File: config.mk
export PLATFORM = sky130hd
export DESIGN_NAME = isqn_refine
export DESIGN_NICKNAME = d
export VERILOG_FILES = /design/src/rtl/isqn_pkg.sv /design/src/rtl/isqn_div_step.sv /design/src/rtl/isqn_refine.sv
export SDC_FILE = /design/constraint.sdc
export NUM_CORES = 2
export LEC_CHECK = 0
export BUFFER_PORTS_ARGS = -buffer_cell sky130_fd_sc_hd__buf_2
export CAP_MARGIN = 20
export CORE_UTILIZATION = 45
export CTS_CLUSTER_DIAMETER = 100
export CTS_CLUSTER_SIZE = 25
export DETAILED_ROUTE_END_ITERATION = 8
export SLEW_MARGIN = 20
export SYNTH_ARGS = -nofsm -noshare
export SYNTH_HDL_FRONTEND = slang
export SYNTH_SLANG_ARGS = --single-unit
File: constraint.sdc
create_clock -name clk_i -period 6.3 [get_ports clk_i]
set_input_delay 0 -clock clk_i [delete_from_list [all_inputs] [get_ports clk_i]]
set_output_delay 0 -clock clk_i [all_outputs]
set_load 0.005 [all_outputs]
File: src/rtl/isqn_pkg.sv
`default_nettype none
package isqn_pkg;

  localparam int unsigned RefineStepsDef = 6;
  localparam int unsigned Width          = 32;
  localparam int unsigned DivBits        = 2;
  localparam int unsigned DivStages      = Width / DivBits;

  localparam logic [Width-1:0] BigThreshold = 32'd1048576;
  localparam logic [Width-1:0] BigSeed      = 32'd8192;
  localparam logic [Width-1:0] SmallSeed    = 32'd128;

  // one radicand in flight with its current guess
  typedef struct packed {
    logic             pos;
    logic [Width-1:0] value;
    logic [Width-1:0] guess;
  } item_t;

  // restoring divider state: value / guess
  typedef struct packed {
    item_t            item;
    logic [Width-1:0] rem;
    logic [Width-1:0] quo;
    logic [Width-1:0] dvd;
  } div_t;

endpackage
`default_nettype wire

File: src/rtl/isqn_div_step.sv
`default_nettype none
module isqn_div_step (
  input  wire logic         clk_i,
  input  wire logic         rst_ni,
  input  wire logic         en_i,
  input  wire logic         valid_i,
  input  wire isqn_pkg::div_t d_i,
  output logic              valid_o,
  output isqn_pkg::div_t    d_o
);
  import isqn_pkg::*;

  div_t             d_d, d_q;
  logic             valid_q;
  logic [Width-1:0] divisor;
  logic [Width:0]   wide;

  assign divisor = (d_i.item.guess == '0) ? Width'(1) : d_i.item.guess;

  // retire DivBits quotient bits per stage
  always_comb begin
    d_d  = d_i;
    wide = '0;
    for (int b = 0; b < DivBits; b++) begin
      wide    = {d_d.rem, d_d.dvd[Width-1]};
      d_d.dvd = {d_d.dvd[Width-2:0], 1'b0};
      if (wide >= {1'b0, divisor}) begin
        wide    = wide - {1'b0, divisor};
        d_d.quo = {d_d.quo[Width-2:0], 1'b1};
      end else begin
        d_d.quo = {d_d.quo[Width-2:0], 1'b0};
      end
      d_d.rem = wide[Width-1:0];
    end
  end

  always_ff @(posedge clk_i or negedge rst_ni) begin
    if (!rst_ni) begin
      valid_q <= 1'b0;
    end else if (en_i) begin
      valid_q <= valid_i;
    end
  end

  always_ff @(posedge clk_i) begin
    if (en_i) begin
      d_q <= d_d;
    end
  end

  assign valid_o = valid_q;
  assign d_o     = d_q;
endmodule
`default_nettype wire

File: src/rtl/isqn_refine.sv
`default_nettype none
module isqn_refine (
  input  wire logic          clk_i,
  input  wire logic          rst_ni,
  input  wire logic          en_i,
  input  wire logic          valid_i,
  input  wire isqn_pkg::item_t item_i,
  output logic               valid_o,
  output isqn_pkg::item_t    item_o
);
  import isqn_pkg::*;

  div_t           chain [DivStages+1];
  logic           vchain [DivStages+1];
  item_t          item_d, item_q;
  logic           valid_q;
  logic [Width:0] sum;

  assign chain[0]  = '{item: item_i, rem: '0, quo: '0, dvd: item_i.value};
  assign vchain[0] = valid_i;

  for (genvar s = 0; s < DivStages; s++) begin : g_div
    isqn_div_step u_step (
      .clk_i   (clk_i),
      .rst_ni  (rst_ni),
      .en_i    (en_i),
      .valid_i (vchain[s]),
      .d_i     (chain[s]),
      .valid_o (vchain[s+1]),
      .d_o     (chain[s+1])
    );
  end

  // average guess and quotient
  always_comb begin
    item_d       = chain[DivStages].item;
    sum          = {1'b0, item_d.guess} + {1'b0, chain[DivStages].quo};
    item_d.guess = sum[Width:1];
  end

  always_ff @(posedge clk_i or negedge rst_ni) begin
    if (!rst_ni) begin
      valid_q <= 1'b0;
    end else if (en_i) begin
      valid_q <= vchain[DivStages];
    end
  end

  always_ff @(posedge clk_i) begin
    if (en_i) begin
      item_q <= item_d;
    end
  end

  assign valid_o = valid_q;
  assign item_o  = item_q;
endmodule
`default_nettype wire

==> flow_summary_export.csv <==
group,metric,value,unit
worst_setup_path,r2r_end,"g_div[11].u_step.d_o[87]",
place,port-buffer-count,134,
worst_setup_path,timing.critical_path.arrival,7600,ps
place,post-dp-hpwl,293000,um
grt,grt_first_pass_wirelength,568000,um
routing,post_drt_wl_per_cell,21.2,um
logic_synthesis,synth.distinct_cells,102,
clock_network,insertion_delay,840,ps
timing,finalCritPeriodShare,1.12,
floorplanning,top_level_ports,135,
timing,skew,50.7,ps
floorplanning,die-area,0.266,mm2
floorplanning,design.core.area,0.263,mm2
cells_and_area,mostFrequentLayoutCell,"sky130_fd_sc_hd__buf_4",
cells_and_area,layout.cells.most_common_list,"3115 x sky130_fd_sc_hd__buf_4, 1857 x sky130_fd_sc_hd__edfxtp_1, 928 x sky130_fd_sc_hd__ha_1",
clock_network,clk_pin_slew,100,ps
grt,vias_in_the_first_global_route,97500,
worst_setup_path,worst-endpoint-required,6870,ps
logic_synthesis,post_synth_edffs,1857,
place,pre_cts_slack,-1360,ps
logic_synthesis,synth.ff_latch_count,1874,
grt,antenna_found_initial,8,
clock_network,max-clock-path-buffers,3,
run,max_cap_viol_count,0,
timing,rsz0062_at_grt,"true",
timing,setup_viol_count_final,366,
clock_network,cts.sinks,1874,
floorplanning,core.rowCount,188,
routing,drt_pre_antenna_iters,6,
worst_setup_path,setup.worst_path.end,"g_div[11].u_step.d_o[87]",
logic_synthesis,synth_net_count,12000,
routing,dr_total_vias,99100,
worst_setup_path,setup.worst_path.start,"g_div[10].u_step.d_o[120]",
worst_setup_path,crit-reg2reg-launch,"g_div[10].u_step.d_o[120]",
logic_synthesis,syn-cell-area,0.119,mm2
routing,drt_drc_violations_left,0,
worst_setup_path,slowest_delay,430,ps
logic_synthesis,ys_warn_count,0,
worst_setup_path,timing.critical_path.to_type,"register",
worst_setup_path,critical_path_class,"register to register",
routing,initialDrtViolationCount,7626,
worst_setup_path,critPathSlowestCell,"sky130_fd_sc_hd__edfxtp_1",
clock_network,htree_levels,3,
timing,timing_worst_slew_pin_value,1190,ps
timing,max_slew_margin,0.204,
floorplanning,fp.dieW,516,um
clock_network,tritoncts_buffers,104,
timing,pins_over_slew_limit,0,
logic_synthesis,synthesis.instances,10900,
logic_synthesis,synth.avg_cell_area,10.9,um2
floorplanning,die_height,516,um
place,gpl.final_weighted_congestion,0.974,
routing,antenna_left,0,
timing,post-route-min-period,7030,ps
clock_network,clockRootBuffer,"sky130_fd_sc_hd__clkbuf_16",
worst_hold_path,min-delay-path-class,"primary input to register",
worst_setup_path,critPathMaxFanout,8,
logic_synthesis,synth_flop_cell,"sky130_fd_sc_hd__edfxtp_1",
logic_synthesis,synth-seq-area-share,0.473,
grt,grt_max_degree,184,
clock_network,tritoncts,"done",
timing,hold_viol_final,0,
cells_and_area,final_layout_size_suffix_gt1_frac,0.357,
status,violated_checks,"negative setup slack",
worst_setup_path,worst-r2r-cell-count,29,
grt,globalRoute.totalOverflow,0,
status,outcome,"finished, violations left",
cells_and_area,areaGrowthSynthToFinish,36.6,%
logic_synthesis,proportion_of_synthesized_flip_flops_having_asynchronous_set_or_reset,0.00907,
worst_setup_path,r2r_slack,-730,ps
cells_and_area,n_fill_cell,21400,
routing,drt-total-wl,381000,um
worst_setup_path,critical_path.startpoint_type,"register",
timing,fin_ws,-733,ps
floorplanning,start_util,0.453,
grt,grtUsageTotal,0.276,
cells_and_area,nets,15500,
timing,max_freq,142,MHz
routing,post_drt_via_cell_ratio,5.50,
==> worst min-delay path by stage <==
stage,start,end,slack (ps),depth (start not counted)
2_1_floorplan,rst_ni,g_div[0].u_step.valid_o,-300,0
3_3_place_gp,rst_ni,g_div[0].u_step.valid_o,-80,1
3_5_place_dp,rst_ni,g_div[0].u_step.valid_o,-70,1
4_1_cts,item_i[62],g_div[0].u_step.d_o[64],110,4
5_1_grt,item_i[62],g_div[0].u_step.d_o[64],200,4
6_report,item_i[62],g_div[0].u_step.d_o[64],160,4
==> Yosys cell counts (all sizes together), types with 21 or more instances <==
cell type  count  area, um2
nand2        651       2440
a21o         445       3340
xor2         251       2200
a311oi        21        196
ha          1025      12800
and4          23        201
o31ai         62        470
o21ai        558       2800
nand3b        22        165
mux2         563       6340
nor2b        131        820
xnor2        541       4740
nor4         175       1100
or3           48        300
inv          828       3110
and3          91        569
edfxtp      1857      55800
mux2i         54        541
a21oi        894       4490
fa            31        621
or2           45        282
nand4        154        963
a31oi        108        688
a211o         41        359
o21bai       122        916
o21a         136       1020
nor3         167        836
nand2b       127        795
buf           71        385
a31o          28        245
clkbuf       121        454
o31a          23        201
a21boi        31        233
nor2         670       2520
a221oi        28        251
o211ai        54        410
a2111oi       27        257
and2          86        538
nand3        208       1040
a211oi        90        691
==> sequential cells by signal, indices dropped and copies added, names as in the netlist <==
signal	flops
item_o	65
valid_o	1
g_div.u_step.valid_o	16
g_div.u_step.d_o	1792
==> cell families (layout without fill, tap and decap cells) <==
family                     count (synthesis)  in the layout  synth area share
AOI/OAI and AO/OA                       2876           2878             0.156
and+or+nand+nor                         2639           2639             0.109
DFF                                     1874           1874             0.473
adders and majority gates               1056           1056             0.113
buffers and inverters                   1020           4628            0.0332
xor gates and xnor gates                 792            792            0.0584
muxes                                    617            617            0.0579
other                                      0              7                 0
==> critical path: cells and delay by family (launching register included) <==
family          cells  cell delay, ps
flops               1             430
simple gates        7            1680
fa+ha+maj           2             480
compound gates     15            3210
mux                 1             310
buf+inv             4             640
==> per-layer routing <==
layer  part of all wire  global-route usage  vias to the layer above
met5           0.000068                   0                        -
met1               0.45               0.375                    48200
li1                   -                   -                    47800
met2               0.47               0.456                     2483
met4              0.036              0.0953                        4
met3              0.048              0.0282                      554
==> layout make-up <==
class	count	area [um2]	share of cell area
Tap cell	3515	4400	0.0271
Clock inverter	56	861	0.00530
Inverter	828	3140	0.0193
Timing Repair inverter	1	16.3	0.000100
Multi-Input combinational cell	7982	65600	0.404
Sequential cell	1874	56200	0.346
Antenna cell	7	17.5	0.000108
Clock buffer	117	2660	0.0164
Timing Repair Buffer	3626	29400	0.181
==> stage by stage <==
step                TNS (ps)   util  std cells  area, um2  hold WS, ps
CTS                   -89930  0.600      17800     157000          114
global placement     -335300  0.554      17200     145000        -78.6
floorplan              -20.7      -      10900     119000         -296
global route         -204660  0.618      18000     162000          198
finish                -98180  0.618      18000     162000          160
detailed placement   -359830  0.554      17200     145000        -65.4
==> what timing repair did <==
action                     in CTS  in global routing
pin swaps                     404                447
hold buffers                  135                  0
buffers inserted              282                220
gates cloned                   42                  9
hold endpoints to repair      243                  0
resized for setup             962                797
setup endpoints to repair     463                461
Power is not shown: default switching activity piles up to over one toggle a cycle in this logic, so the estimate is an artifact.
